$ cat src/sv/ucal_pkg.sv
package ucal_pkg;

  // field widths of the ports
  localparam int unsigned SECS_W  = 32;
  localparam int unsigned YEAR_W  = 12;
  localparam int unsigned MONTH_W = 4;
  localparam int unsigned MDAY_W  = 5;
  localparam int unsigned HOUR_W  = 5;
  localparam int unsigned MIN_W   = 6;
  localparam int unsigned SEC_W   = 6;
  localparam int unsigned WDAY_W  = 3;

  // whole days since epoch (at most 49710) and seconds of the day (below 86400)
  localparam int unsigned DAYS_W = 16;
  localparam int unsigned TOD_W  = 17;

  // split of a word into day count and time of day
  typedef struct packed {
    logic [DAYS_W-1:0] days;
    logic [TOD_W-1:0]  tod;
  } ucal_day_t;

  // calendar part of a result word
  typedef struct packed {
    logic [YEAR_W-1:0]  year;
    logic [MONTH_W-1:0] month;
    logic [MDAY_W-1:0]  mday;
    logic [WDAY_W-1:0]  weekday;
  } ucal_date_t;

  // clock part of a result word
  typedef struct packed {
    logic [HOUR_W-1:0] hour;
    logic [MIN_W-1:0]  minute;
    logic [SEC_W-1:0]  second;
  } ucal_hms_t;

  typedef struct packed {
    ucal_date_t date;
    ucal_hms_t  hms;
  } ucal_result_t;

endpackage

$ cat src/sv/ucal_day_split.sv
module ucal_day_split (
  input  logic                        clk_i,
  input  logic                        rst_ni,
  input  logic                        en_i,
  input  logic                        valid_i,
  input  logic [ucal_pkg::SECS_W-1:0] secs_i,
  output logic                        valid_o,
  output ucal_pkg::ucal_day_t         day_o
);

  // 86400 = 128 * 675; divide the upper 25 bits by 675 with a reciprocal
  localparam logic [9:0]  DIV       = 10'd675;
  localparam logic [15:0] RECIP     = 16'd49710;
  localparam int unsigned RECIP_SH  = 25;

  logic        v1_q, v2_q, v3_q;
  logic [24:0] x_d, x1_q;
  logic [6:0]  lo1_q, lo2_q;
  logic [40:0] prod_d, prod1_q;
  logic [15:0] q0_d, q2_q;
  logic [24:0] r0_full_d;
  logic [10:0] r2_q, r_fix_d;
  logic        carry_d;
  ucal_pkg::ucal_day_t day_d, day_q;

  // stage 1: estimate quotient product
  assign x_d    = secs_i[31:7];
  assign prod_d = 41'(x_d) * 41'(RECIP);

  // stage 2: quotient estimate and its remainder, low by at most one divisor
  assign q0_d      = prod1_q[40:RECIP_SH];
  assign r0_full_d = x1_q - 25'(q0_d) * 25'(DIV);

  // stage 3: single correction step
  always_comb begin
    carry_d  = (r2_q >= 11'(DIV));
    r_fix_d  = carry_d ? (r2_q - 11'(DIV)) : r2_q;
    day_d.days = q2_q + 16'(carry_d);
    day_d.tod  = {r_fix_d[9:0], lo2_q};
  end

  // valid bits
  always_ff @(posedge clk_i or negedge rst_ni) begin
    if (!rst_ni) begin
      v1_q <= 1'b0;
      v2_q <= 1'b0;
      v3_q <= 1'b0;
    end else if (en_i) begin
      v1_q <= valid_i;
      v2_q <= v1_q;
      v3_q <= v2_q;
    end
  end

  // data path
  always_ff @(posedge clk_i) begin
    if (en_i) begin
      x1_q    <= x_d;
      lo1_q   <= secs_i[6:0];
      prod1_q <= prod_d;
      q2_q    <= q0_d;
      r2_q    <= r0_full_d[10:0];
      lo2_q   <= lo1_q;
      day_q   <= day_d;
    end
  end

  assign valid_o = v3_q;
  assign day_o   = day_q;

endmodule

$ cat src/sv/ucal_clock.sv
module ucal_clock (
  input  logic                       clk_i,
  input  logic                       en_i,
  input  logic [ucal_pkg::TOD_W-1:0] tod_i,
  output ucal_pkg::ucal_hms_t        hms_o
);

  // 3600 = 16 * 225, 60 = 4 * 15
  localparam logic [7:0]  HOUR_DIV   = 8'd225;
  localparam logic [12:0] HOUR_RECIP = 13'd4660;
  localparam int unsigned HOUR_SH    = 20;
  localparam logic [3:0]  MIN_DIV    = 4'd15;
  localparam logic [10:0] MIN_RECIP  = 11'd1092;
  localparam int unsigned MIN_SH     = 14;

  logic [12:0] z_d, z4_q;
  logic [25:0] ph_d, ph4_q;
  logic [3:0]  lo4_q, lo5_q;
  logic [5:0]  h0_d;
  logic [12:0] rh_full_d;
  logic [4:0]  h5_q, hour6_q, hour7_q, hour8_q;
  logic [8:0]  rh5_q, rh_fix_d;
  logic        hcarry_d;
  logic [11:0] rem6_q;
  logic [20:0] pm_d, pm7_q;
  logic [9:0]  w7_q;
  logic [1:0]  lo7_q, lo8_q;
  logic [6:0]  m0_d;
  logic [9:0]  r_full_d;
  logic [5:0]  m8_q;
  logic [4:0]  r8_q, r_fix_d;
  logic        mcarry_d;
  ucal_pkg::ucal_hms_t hms_d, hms9_q, hms10_q, hms11_q;

  // stage 4: hour quotient product
  assign z_d  = tod_i[16:4];
  assign ph_d = 26'(z_d) * 26'(HOUR_RECIP);

  // stage 5: hour estimate and remainder
  assign h0_d      = ph4_q[25:HOUR_SH];
  assign rh_full_d = z4_q - 13'(h0_d) * 13'(HOUR_DIV);

  // stage 6: hour correction
  assign hcarry_d = (rh5_q >= 9'(HOUR_DIV));
  assign rh_fix_d = hcarry_d ? (rh5_q - 9'(HOUR_DIV)) : rh5_q;

  // stage 7: minute quotient product on seconds of the hour
  assign pm_d = 21'(rem6_q[11:2]) * 21'(MIN_RECIP);

  // stage 8: minute estimate and remainder
  assign m0_d     = pm7_q[20:MIN_SH];
  assign r_full_d = w7_q - 10'(m0_d) * 10'(MIN_DIV);

  // stage 9: minute correction, seconds from what is left
  always_comb begin
    mcarry_d     = (r8_q >= 5'(MIN_DIV));
    r_fix_d      = mcarry_d ? (r8_q - 5'(MIN_DIV)) : r8_q;
    hms_d.hour   = hour8_q;
    hms_d.minute = m8_q + 6'(mcarry_d);
    hms_d.second = {r_fix_d[3:0], lo8_q};
  end

  always_ff @(posedge clk_i) begin
    if (en_i) begin
      z4_q    <= z_d;
      ph4_q   <= ph_d;
      lo4_q   <= tod_i[3:0];
      h5_q    <= h0_d[4:0];
      rh5_q   <= rh_full_d[8:0];
      lo5_q   <= lo4_q;
      hour6_q <= h5_q + 5'(hcarry_d);
      rem6_q  <= {rh_fix_d[7:0], lo5_q};
      pm7_q   <= pm_d;
      w7_q    <= rem6_q[11:2];
      lo7_q   <= rem6_q[1:0];
      hour7_q <= hour6_q;
      m8_q    <= m0_d[5:0];
      r8_q    <= r_full_d[4:0];
      lo8_q   <= lo7_q;
      hour8_q <= hour7_q;
      hms9_q  <= hms_d;
      // align with the date path
      hms10_q <= hms9_q;
      hms11_q <= hms10_q;
    end
  end

  assign hms_o = hms11_q;

endmodule

$ cat src/sv/ucal_date.sv
module ucal_date (
  input  logic                        clk_i,
  input  logic                        rst_ni,
  input  logic                        en_i,
  input  logic                        valid_i,
  input  logic [ucal_pkg::DAYS_W-1:0] days_i,
  output logic                        valid_o,
  output ucal_pkg::ucal_date_t        date_o
);

  // century boundaries inside the day range (march-based 400-year cycle)
  localparam logic [15:0] C1_DAYS   = 16'd11017;
  localparam logic [15:0] C2_DAYS   = 16'd47541;
  localparam logic [16:0] C0_OFS    = 17'd25508;
  localparam logic [16:0] WD_OFS    = 17'd3;
  localparam logic [16:0] WD_RECIP  = 17'd74898;
  localparam int unsigned WD_SH     = 19;
  localparam logic [2:0]  WD_DIV    = 3'd7;
  localparam logic [10:0] Y4_DIV    = 11'd1461;
  localparam logic [17:0] Y4_RECIP  = 18'd183734;
  localparam int unsigned Y4_SH     = 28;
  localparam logic [7:0]  MON_DIV   = 8'd153;
  localparam logic [11:0] MON_MUL   = 12'd2140;
  localparam logic [9:0]  MON_ADD   = 10'd856;
  localparam int unsigned MON_SH    = 16;
  localparam logic [7:0]  MDAY_RECIP = 8'd205;
  localparam logic [11:0] BASE_YEAR = 12'd1900;
  localparam logic [6:0]  CENTURY   = 7'd100;

  logic [7:0] v_q;

  // stage 4 signals
  logic        ge1_d, ge2_d;
  logic [1:0]  b_d;
  logic [16:0] c_full_d, wy_d;
  logic [33:0] pw_d;
  logic [15:0] c4_q;
  logic [1:0]  b4_q, b5_q, b6_q, b7_q, b8_q, b9_q, b10_q;
  logic [16:0] wy4_q;
  logic [33:0] pw4_q;
  // stage 5 signals
  logic [17:0] x5_d, x5_q;
  logic [35:0] pd_d, pd5_q;
  logic [16:0] wr_full_d;
  logic [3:0]  wr5_q;
  // stage 6 signals
  logic [6:0]  d0_d, d6_q, d7_q, d8_q, d9_q, d10_q;
  logic [17:0] rd_full_d;
  logic [11:0] rd6_q, rd_fix_d;
  logic [3:0]  wd_fix_d;
  logic [2:0]  wd6_q, wd7_q, wd8_q, wd9_q, wd10_q;
  logic        dcarry_d;
  // stage 7 signals
  logic [8:0]  e7_q;
  // stage 8 signals
  logic [10:0] y8_d, y8_q;
  logic [19:0] pe_d, pe8_q;
  // stage 9 signals
  logic [3:0]  m0_d, m9_q, m10_q;
  logic [10:0] rm_full_d;
  logic [8:0]  rm9_q, rm_fix_d;
  logic        mcarry_d;
  logic [7:0]  rm10_q;
  // stage 11 signals
  logic [15:0] pmd_d;
  logic        late_d;
  ucal_pkg::ucal_date_t date_d, date_q;

  // stage 4: century index and day within the century, weekday product
  always_comb begin
    ge1_d = (days_i >= C1_DAYS);
    ge2_d = (days_i >= C2_DAYS);
    b_d   = {1'b0, ge1_d} + {1'b0, ge2_d};
    if (ge2_d) begin
      c_full_d = 17'(days_i) - 17'(C2_DAYS);
    end else if (ge1_d) begin
      c_full_d = 17'(days_i) - 17'(C1_DAYS);
    end else begin
      c_full_d = 17'(days_i) + C0_OFS;
    end
    wy_d = 17'(days_i) + WD_OFS;
    pw_d = 34'(wy_d) * 34'(WD_RECIP);
  end

  // stage 5: four-year quotient product, weekday remainder estimate
  assign x5_d      = {c4_q, 2'b11};
  assign pd_d      = 36'(x5_d) * 36'(Y4_RECIP);
  assign wr_full_d = wy4_q - 17'(pw4_q[33:WD_SH]) * 17'(WD_DIV);

  // stage 6: four-year estimate and remainder, weekday correction
  assign d0_d      = pd5_q[34:Y4_SH];
  assign rd_full_d = x5_q - 18'(d0_d) * 18'(Y4_DIV);
  assign wd_fix_d  = (wr5_q >= 4'(WD_DIV)) ? (wr5_q - 4'(WD_DIV)) : wr5_q;

  // stage 7: four-year correction, day of the march-based year
  assign dcarry_d = (rd6_q >= 12'(Y4_DIV));
  assign rd_fix_d = dcarry_d ? (rd6_q - 12'(Y4_DIV)) : rd6_q;

  // stage 8: month quotient product, (5e+2)*428 folded into one constant
  assign y8_d = {e7_q, 2'b00} + 11'(e7_q) + 11'd2;
  assign pe_d = 20'(e7_q) * 20'(MON_MUL) + 20'(MON_ADD);

  // stage 9: month estimate and remainder
  assign m0_d      = pe8_q[19:MON_SH];
  assign rm_full_d = y8_q - 11'(m0_d) * 11'(MON_DIV);

  // stage 10: month correction
  assign mcarry_d = (rm9_q >= 9'(MON_DIV));
  assign rm_fix_d = mcarry_d ? (rm9_q - 9'(MON_DIV)) : rm9_q;

  // stage 11: day of month, month and year from the march-based fields
  always_comb begin
    pmd_d          = 16'(rm10_q) * 16'(MDAY_RECIP);
    late_d         = (m10_q >= 4'd10);
    date_d.mday    = pmd_d[14:10] + 5'd1;
    date_d.month   = late_d ? (m10_q - 4'd9) : (m10_q + 4'd3);
    date_d.year    = BASE_YEAR + 12'(b10_q) * 12'(CENTURY) + 12'(d10_q) + 12'(late_d);
    date_d.weekday = wd10_q;
  end

  // valid bits, one per stage
  always_ff @(posedge clk_i or negedge rst_ni) begin
    if (!rst_ni) begin
      v_q <= '0;
    end else if (en_i) begin
      v_q <= {v_q[6:0], valid_i};
    end
  end

  always_ff @(posedge clk_i) begin
    if (en_i) begin
      c4_q   <= c_full_d[15:0];
      b4_q   <= b_d;
      wy4_q  <= wy_d;
      pw4_q  <= pw_d;
      x5_q   <= x5_d;
      pd5_q  <= pd_d;
      wr5_q  <= wr_full_d[3:0];
      b5_q   <= b4_q;
      d6_q   <= d0_d;
      rd6_q  <= rd_full_d[11:0];
      wd6_q  <= wd_fix_d[2:0];
      b6_q   <= b5_q;
      d7_q   <= d6_q + 7'(dcarry_d);
      e7_q   <= rd_fix_d[10:2];
      wd7_q  <= wd6_q;
      b7_q   <= b6_q;
      y8_q   <= y8_d;
      pe8_q  <= pe_d;
      d8_q   <= d7_q;
      wd8_q  <= wd7_q;
      b8_q   <= b7_q;
      m9_q   <= m0_d;
      rm9_q  <= rm_full_d[8:0];
      d9_q   <= d8_q;
      wd9_q  <= wd8_q;
      b9_q   <= b8_q;
      m10_q  <= m9_q + 4'(mcarry_d);
      rm10_q <= rm_fix_d[7:0];
      d10_q  <= d9_q;
      wd10_q <= wd9_q;
      b10_q  <= b9_q;
      date_q <= date_d;
    end
  end

  assign valid_o = v_q[7];
  assign date_o  = date_q;

endmodule

$ cat src/sv/ucal_skid.sv
module ucal_skid (
  input  logic                   clk_i,
  input  logic                   rst_ni,
  input  logic                   valid_i,
  input  ucal_pkg::ucal_result_t data_i,
  output logic                   adv_o,
  output logic                   valid_o,
  input  logic                   ready_i,
  output ucal_pkg::ucal_result_t data_o
);

  logic                   full_q;
  ucal_pkg::ucal_result_t hold_q;

  // catch a stalled word so the pipeline can still advance in the cycle that the word stalls
  always_ff @(posedge clk_i or negedge rst_ni) begin
    if (!rst_ni) begin
      full_q <= 1'b0;
    end else if (full_q) begin
      if (ready_i) begin
        full_q <= 1'b0;
      end
    end else if (valid_i && !ready_i) begin
      full_q <= 1'b1;
    end
  end

  always_ff @(posedge clk_i) begin
    if (!full_q && valid_i && !ready_i) begin
      hold_q <= data_i;
    end
  end

  // held word is older than the last pipeline stage, so it goes first
  assign adv_o   = !full_q;
  assign valid_o = full_q || valid_i;
  assign data_o  = full_q ? hold_q : data_i;

endmodule

$ cat src/sv/unix_seconds_to_calendar_top.sv
// unix seconds to calendar converter
//
// input channel: in_valid_i / in_ready_o carry seconds_count_i, an unsigned
// count of seconds since 1970-01-01 00:00:00. output channel: out_valid_o /
// out_ready_i carry year, month, day of month, hour, minute, second and
// weekday (0 Monday .. 6 Sunday). every input word gives exactly one result.
// the pipeline has 11 register stages, and when the output is not stalled
// a result goes straight from the last stage to the output.
// throughput: one word per cycle, sustained while out_ready_i stays high.
// stall: an output register stage plus a one-word holding register sit at
// the end; when a result is not taken it moves into the holding register
// while the pipeline still advances in that cycle, after that in_ready_o drops
// and the whole pipeline freezes until the held word is taken.
// in_ready_o comes from a register, with no path from out_ready_i.
// reset: all valid bits clear at once, no result is pending after reset.
module unix_seconds_to_calendar_top (
  input  logic                         clk_i,
  input  logic                         rst_ni,
  input  logic                         in_valid_i,
  output logic                         in_ready_o,
  input  logic [ucal_pkg::SECS_W-1:0]  seconds_count_i,
  output logic                         out_valid_o,
  input  logic                         out_ready_i,
  output logic [ucal_pkg::YEAR_W-1:0]  year_o,
  output logic [ucal_pkg::MONTH_W-1:0] month_o,
  output logic [ucal_pkg::MDAY_W-1:0]  day_of_month_o,
  output logic [ucal_pkg::HOUR_W-1:0]  hour_o,
  output logic [ucal_pkg::MIN_W-1:0]   minute_o,
  output logic [ucal_pkg::SEC_W-1:0]   second_o,
  output logic [ucal_pkg::WDAY_W-1:0]  weekday_o
);

  logic                   adv;
  logic                   day_valid;
  logic                   res_valid;
  ucal_pkg::ucal_day_t    day;
  ucal_pkg::ucal_date_t   date;
  ucal_pkg::ucal_hms_t    hms;
  ucal_pkg::ucal_result_t res;
  ucal_pkg::ucal_result_t out_res;

  // days and time of day
  ucal_day_split u_day_split (
    .clk_i   (clk_i),
    .rst_ni  (rst_ni),
    .en_i    (adv),
    .valid_i (in_valid_i),
    .secs_i  (seconds_count_i),
    .valid_o (day_valid),
    .day_o   (day)
  );

  // calendar date and weekday
  ucal_date u_date (
    .clk_i   (clk_i),
    .rst_ni  (rst_ni),
    .en_i    (adv),
    .valid_i (day_valid),
    .days_i  (day.days),
    .valid_o (res_valid),
    .date_o  (date)
  );

  // hour, minute, second
  ucal_clock u_clock (
    .clk_i (clk_i),
    .en_i  (adv),
    .tod_i (day.tod),
    .hms_o (hms)
  );

  assign res.date = date;
  assign res.hms  = hms;

  // output holding stage
  ucal_skid u_skid (
    .clk_i   (clk_i),
    .rst_ni  (rst_ni),
    .valid_i (res_valid),
    .data_i  (res),
    .adv_o   (adv),
    .valid_o (out_valid_o),
    .ready_i (out_ready_i),
    .data_o  (out_res)
  );

  assign in_ready_o     = adv;
  assign year_o         = out_res.date.year;
  assign month_o        = out_res.date.month;
  assign day_of_month_o = out_res.date.mday;
  assign weekday_o      = out_res.date.weekday;
  assign hour_o         = out_res.hms.hour;
  assign minute_o       = out_res.hms.minute;
  assign second_o       = out_res.hms.second;

  // input only blocked while a finished word waits at the output
  a_block_needs_result: assert property (
    @(posedge clk_i) disable iff (!rst_ni)
    !in_ready_o |-> out_valid_o
  ) else $error("input blocked with no result pending");

  // date fields in range on every result
  a_date_range: assert property (
    @(posedge clk_i) disable iff (!rst_ni)
    out_valid_o |-> (month_o >= 4'd1 && month_o <= 4'd12 &&
                     day_of_month_o >= 5'd1 && weekday_o <= 3'd6)
  ) else $error("date field out of range");

  // clock fields in range on every result
  a_time_range: assert property (
    @(posedge clk_i) disable iff (!rst_ni)
    out_valid_o |-> (hour_o <= 5'd23 && minute_o <= 6'd59 && second_o <= 6'd59)
  ) else $error("time field out of range");

endmodule
$ cat config.mk
export PLATFORM = sky130hd
export DESIGN_NAME = unix_seconds_to_calendar_top
export DESIGN_NICKNAME = d
export VERILOG_FILES = /design/src/sv/ucal_pkg.sv /design/src/sv/ucal_day_split.sv /design/src/sv/ucal_clock.sv /design/src/sv/ucal_date.sv /design/src/sv/ucal_skid.sv /design/src/sv/unix_seconds_to_calendar_top.sv
export SDC_FILE = /design/constraint.sdc
export NUM_CORES = 2
export LEC_CHECK = 0
export BUFFER_PORTS_ARGS = -buffer_cell sky130_fd_sc_hd__buf_2
export CAP_MARGIN = 0
export CORE_MARGIN = 10
export CORE_UTILIZATION = 60
export CTS_BUF_LIST = sky130_fd_sc_hd__clkbuf_8
export DETAILED_ROUTE_END_ITERATION = 6
export GPL_ROUTABILITY_DRIVEN = 0
export PLACE_DENSITY_LB_ADDON = 0.1
export SYNTH_ARGS = -nofsm -noshare
export SYNTH_HDL_FRONTEND = slang
export SYNTH_HIERARCHICAL = 1
export SYNTH_SLANG_ARGS = --single-unit
export TNS_END_PERCENT = 20
$ cat constraint.sdc
create_clock -name clk_i -period 10.02 [get_ports clk_i]
set_input_delay 0.501 -clock clk_i [delete_from_list [all_inputs] [get_ports clk_i]]
set_output_delay 0.501 -clock clk_i [all_outputs]
set_load 0.03 [all_outputs]
Word-level counts from Yosys, hierarchy flattened
Index checks and enable logic that the tools add are counted.

word-level totals
  logic and storage cells = 153
  flip-flop bits (word level) = 614

operators by class
  $lt $le $gt $ge = 9
  add/subtract/negate cells = 31
  reduce and logical (&&, ||, !) cells = 6
  mux-type cells = 13
  multipliers = 14

operator list
  operator                                               number
  2-to-1 mux 41 bit                                      1
  multiplier 25 x 15 -> 40 bit, second input constant    1
  multiplier 18 x 17 -> 34 bit, second input constant    1
  multiplier 17 x 16 -> 33 bit, second input constant    1
  2-to-1 mux 16 bit                                      2
  multiplier 13 x 11 -> 24 bit, second input constant    1
  adder 20 x 10 -> 20 bit, second input constant         1
  multiplier 10 x 9 -> 19 bit, second input constant     1
  >= comparator 9 x 8 -> 1 bit, second input constant    2
  multiplier 9 x 10 -> 18 bit, second input constant     1
  subtractor 9 bit                                       2
  adder 16 x 2 -> 17 bit, second input constant          1
  adder 16 x 1 -> 16 bit                                 1
  adder 16 x 15 -> 16 bit, second input constant         1
  >= comparator 16 x 14 -> 1 bit, second input constant  1
  >= comparator 16 bit, second input constant            1
  multiplier 16 x 10 -> 11 bit, second input constant    1
  2-to-1 mux 8 bit                                       2
  subtractor 16 x 14 -> 16 bit, second input constant    1
  subtractor 16 bit, second input constant               1
  subtractor 8 bit, second input constant                2
  multiplier 15 x 3 -> 4 bit, second input constant      1
  multiplier 8 x 8 -> 15 bit, second input constant      1
  adder 11 x 9 -> 12 bit, first input constant           1
  37 further kinds                                       44

Logic depth before layout (Yosys ltp)
  depth after elaboration = 4
  mapped depth = 24
  depth with buffers taken out = 24

Hierarchy
The synthesis kept the hierarchy.

by module, submodules not included
  module          area an instance (µm²)  cells an instance  instances  sequential area each (µm²)
  ucal_date       20893.8                 1903               1          5965.7
  ucal_day_split  10575.1                 906                1          3108.0
  ucal_clock      8413.1                  608                1          4234.1
  ucal_skid       1963.1                  92                 1          1256.2

Worst setup path after synthesis
OpenSTA, ideal clock, no wires.

  path type = reg-to-reg
  from = register u_skid.full_q
  to = register u_day_split.v1_q
  setup slack = -0.602 ns
  stages on the path, launching flop included = 5
  period minus slack after synthesis = 10.622 ns
  setup time = 0.112 ns
  data arrival time = 10.510 ns
  cell sequence = dfrtp_1 buf_6 buf_6 inv_1 mux2_2

RTL lines
  element                 line                  text
  from (decl)             ucal_skid.sv:12       logic full_q;
  from (signal assigned)  ucal_skid.sv:18       full_q <= 1'b0;
  from (signal assigned)  ucal_skid.sv:21       full_q <= 1'b0;
  from (signal assigned)  ucal_skid.sv:24       full_q <= 1'b1;
  to (signal assigned)    ucal_day_split.sv:49  v1_q <= valid_i;
  to (decl)               ucal_day_split.sv:16  logic v1_q, v2_q, v3_q;

No word-level cell between the ends.

Worst setup path after layout
  from = register u_date.c4_q[5]
  to = register u_date.pd5_q[34] (data pin)

between the ends
  word-level cells in the longest chain between the ends = 1

ends and longest elaborated chain
  element                       line              text
  from (decl)                   ucal_date.sv:37   logic [15:0] c4_q;
  from (signal assigned)        ucal_date.sv:132  c4_q <= c_full_d[15:0];
  multiplier 18 x 17 -> 34 bit  ucal_date.sv:87   assign pd_d = 36'(x5_d) * 36'(Y4_RECIP);
  named net u_date.pd_d[34]     ucal_date.sv:43   logic [35:0] pd_d, pd5_q;
  to (signal assigned)          ucal_date.sv:137  pd5_q <= pd_d;
  to (decl)                     ucal_date.sv:43

The timed path passes the listed nets, and every way through them passes these cells.
A chain may end at the register's enable or synchronous reset.

==> parameters.txt <==
Parameter                              Value

Status
  Result of the run    finished clean

Placed design
  HPWL after DPL    approximately 60000 um
  Count of buffers from port buffering    slightly below 80

Timing
  Period utilisation layout    59.9%
  Least-Margin Pin Slew    ~1200 ps
  Unrepaired setup endpoints after global routing    no
  Final max-slew violation count    0
  Fin crit period    6000 ps
  Max-slew headroom    between 15 and 20%
  Final setup fails    0
  Hold Violations, Final    0
  Maximum frequency from static timing analysis    167 MHz
  Clock skew after layout    46.6 ps
  Final total negative setup slack    0 ps

CTS
  Setup repair bufs after CTS    0
  Clock tree from TritonCTS    built
  Clock latency on the worst-skew pair    680 ps
  Number of clock sinks    around 500
  Buffer levels on the longest clock path    3
  H-tree levels    3
  Clock Tree Root    sky130_fd_sc_hd__clkbuf_8
  Clock-pin transition on the worst setup and hold timing paths    70 ps
  Number of CTS-inserted buffers    81

Run
  Max Cap Viol    0

Floorplan
  Standard-cell row count    96
  Io pins    79
  Die Span X    284 um
  Initial Utilization    60.8%
  Core ar.    68800 sq um
  Full die area    80700 sq um
  Die Y    284 um

Synth
  Area fraction in compound gates after synthesis    6.22%
  Synth Area in Simple Gates    4.36%
  Number of synthesized register bits    roughly 500
  Part of the Yosys area used for sequential elements    34.8%
  Most area-consuming cells after synthesis    sky130_fd_sc_hd__edfxtp_1 34%, sky130_fd_sc_hd__ha_1 22%, sky130_fd_sc_hd__fa_1 17%
  Fraction of post-synthesis cell area in the top cell type by area    34.1%
  Most used flip-flop cell after synthesis    sky130_fd_sc_hd__edfxtp_1
  Largest family of logic cells by synthesized area    adder cells
  Top cell type by total area after synthesis    sky130_fd_sc_hd__edfxtp_1
  Number of enable flip-flop cells after synthesis    475
  Xor-xnor portion of the synthesized cell area    5.39%
  Adder and majority gate portion of the synthesized area    39.2%
  Yosys warning count    6
  Post-synthesis cell type count    between 90 and 100
  Multiplexer fraction of the synthesized cell area    2.02%
  Cell Area, Synth    between 40000 and 50000 sq um
  Syn Nets    ~4600
  Post-synthesis area per instance    11.9 sq um
  Number of instances in the synthesized netlist    3509
  Async set or reset register ratio after synthesis    2.46%

Critical path
  Worst path required time    10440 ps
  Minimum setup slack among reg-to-reg paths    4020 ps
  Critical path's most frequent cell    sky130_fd_sc_hd__fa_1
  Nature of the critical path startpoint    register
  Critical-path top delay cell    sky130_fd_sc_hd__a2111oi_0
  Largest stage delay, worst path    600 ps
  Worst setup path class    reg2reg
  Data arrival, critical path    ~6400 ps
  Max FO, Critical Path    8
  Critical path origin    u_date/c4_q[5]
  Worst reg2reg startpoint    u_date/c4_q[5]
  Crit. End Element    register
  Ordered cell list for the critical path    ha_1, fa_1, inv_1, fa_1, inv_1, fa_1, fa_1, inv_1, fa_1, inv_1, ha_1, nand3_1, a2111oi_0, o2111a_1, a211o_1, and3_1, o31ai_2, xnor2_1

Route
  Total wire length    74200 um
  Routed wire per std cell    15.9 um
  First-pass DRT Iterations    6
  Initial DRC Count    ~1100
  Via count    24700
  Number of vias per cell    5.30
  Number of nets with antenna violations after routing    0
  DRC violations left    0

Global route
  Global Route met3 Usage    2.73%
  Met1 demand-to-capacity share in global routing    22.5%
  Most Used Layer, Global Route    met2
  Total global routing track utilization    19.0%
  Met2 routing resource usage after global routing    roughly a third
  Total grt overflow    0
  Initial antenna violation count    1
  Pin count of the biggest net entering global routing    95
  First-pass GRT wire length    128000 um
  Via count of the first global-routing pass    27300

Cells and area
  Number of fillers in the final layout    between 5000 and 6000
  Layout Nets    4791
  Commonest cells after routing, fill and taps aside    860 x sky130_fd_sc_hd__inv_1, 743 x sky130_fd_sc_hd__ha_1, 475 x sky130_fd_sc_hd__edfxtp_1
  Area overhead of the layout relative to synthesis    7.58%
  Share of cells above drive strength 1    7.71%
  Leading cell type in the layout, fill and taps excluded    sky130_fd_sc_hd__inv_1

Min path
  Type of the worst min-delay path    in2reg
  Min-delay src    in_valid_i
[routing by layer]
| layer | up-vias | part of all wire (%) |
|---|---|---|
| li1 | 12100 | - |
| met1 | 12000 | 42 |
| met2 | 454 | 51 |
| met3 | 135 | 3.6 |
| met4 | 0 | 3.0 |
| met5 | - | 0 |
[worst max-delay path, delay by kind of cell (launching register included)]
kind                       cells  cell delay (ps)
buffers and inverters          4              220
AOI/OAI and AO/OA              4             1150
and+or+nand+nor                2              370
xor gates and xnor gates       1              120
adders and majority gates      7             3360
DFF                            1              570
[Yosys cell counts (all sizes together), types with 7 or more instances]
cell type  number
nand4          17
and2           10
dfrtp          12
xnor2         187
and3           22
nor2b          17
a211oi         14
inv           834
mux2           56
fa            355
nor2           62
ha            743
o31ai           9
o21a           10
o211ai         21
nor4           11
a31oi          10
o221ai          8
nand2          96
xor2           67
nand3          40
clkbuf          7
or3             7
a21oi         110
nand2b         28
buf            22
mux2i           8
a21o           56
o21ai          84
o21bai         18
nor3           21
edfxtp        475
[state kept, by name, summed over array words and instances (netlist names), 12 cells and up]
signal	flops
u_skid/hold_q	41
u_day_split/day_o	33
u_date/date_o	24
u_clock/hms10_q	17
u_clock/hms9_q	17
u_clock/hms_o	17
u_date/c4_q	16
u_day_split/prod1_q	16
u_day_split/q2_q	16
u_clock/rem6_q	12
u_date/rd6_q	12
[final cells by class]
cell class                 instances  area, sq um  share of cell area (%)
multi-input combinational       2159        23900                    53.2
timing repair buffer              94          531                    1.18
sequential                       487        14600                    32.4
clock buffer                      92         1270                    2.81
tap                              931         1160                    2.59
antenna                            1         2.50                 0.00556
inverter                         834         3130                    6.96
clock inverter                    56          418                   0.928
[what timing repair did]
action | CTS | global route
endpoints found under the hold margin | 19 | 0
resized for setup | 0 | 0
hold buffers | 8 | 0
[kinds of logic (layout without fill, tap and decap cells)]
group	Yosys count	count (layout)
AOI/OAI and AO/OA	391	391
xor gates and xnor gates	255	255
adders and majority gates	1098	1098
buffers and inverters	863	1076
DFF	487	487
muxes	64	64
other	0	1
and+or+nand+nor	351	351
[stage by stage]
stage / setup WS, ps / instances / utilization, % / area (sq um) / hold slack [ps]
5_1_grt: 3680 / 4654 / 65.4 / 45000 / 67.8
3_3_place_gp: 4170 / 4497 / 62.8 / 43200 / 390
6_report: 4020 / 4654 / 65.4 / 45000 / 98.3
4_1_cts: 4040 / 4653 / 65.4 / 45000 / 31.0
2_1_floorplan: 2290 / 3509 / - / 41800 / 205
3_5_place_dp: 3990 / 4497 / 62.8 / 43200 / 401
[path summary, 6_finish.rpt]
check | endpoint | depth (start not counted)
max | u_date/pd5_q[34] | 18
min | u_day_split/v1_q | 2
max reg2reg | u_date/pd5_q[34] | 18
min reg2reg | u_clock/lo4_q[2] | 0
max in group asynchronous | u_skid/full_q | 2
min in group asynchronous | u_date/v_q[2] | 2
Power is left out: the tool's default activity adds up to more than one toggle a clock period on the data nets, which glitch-free logic cannot reach.
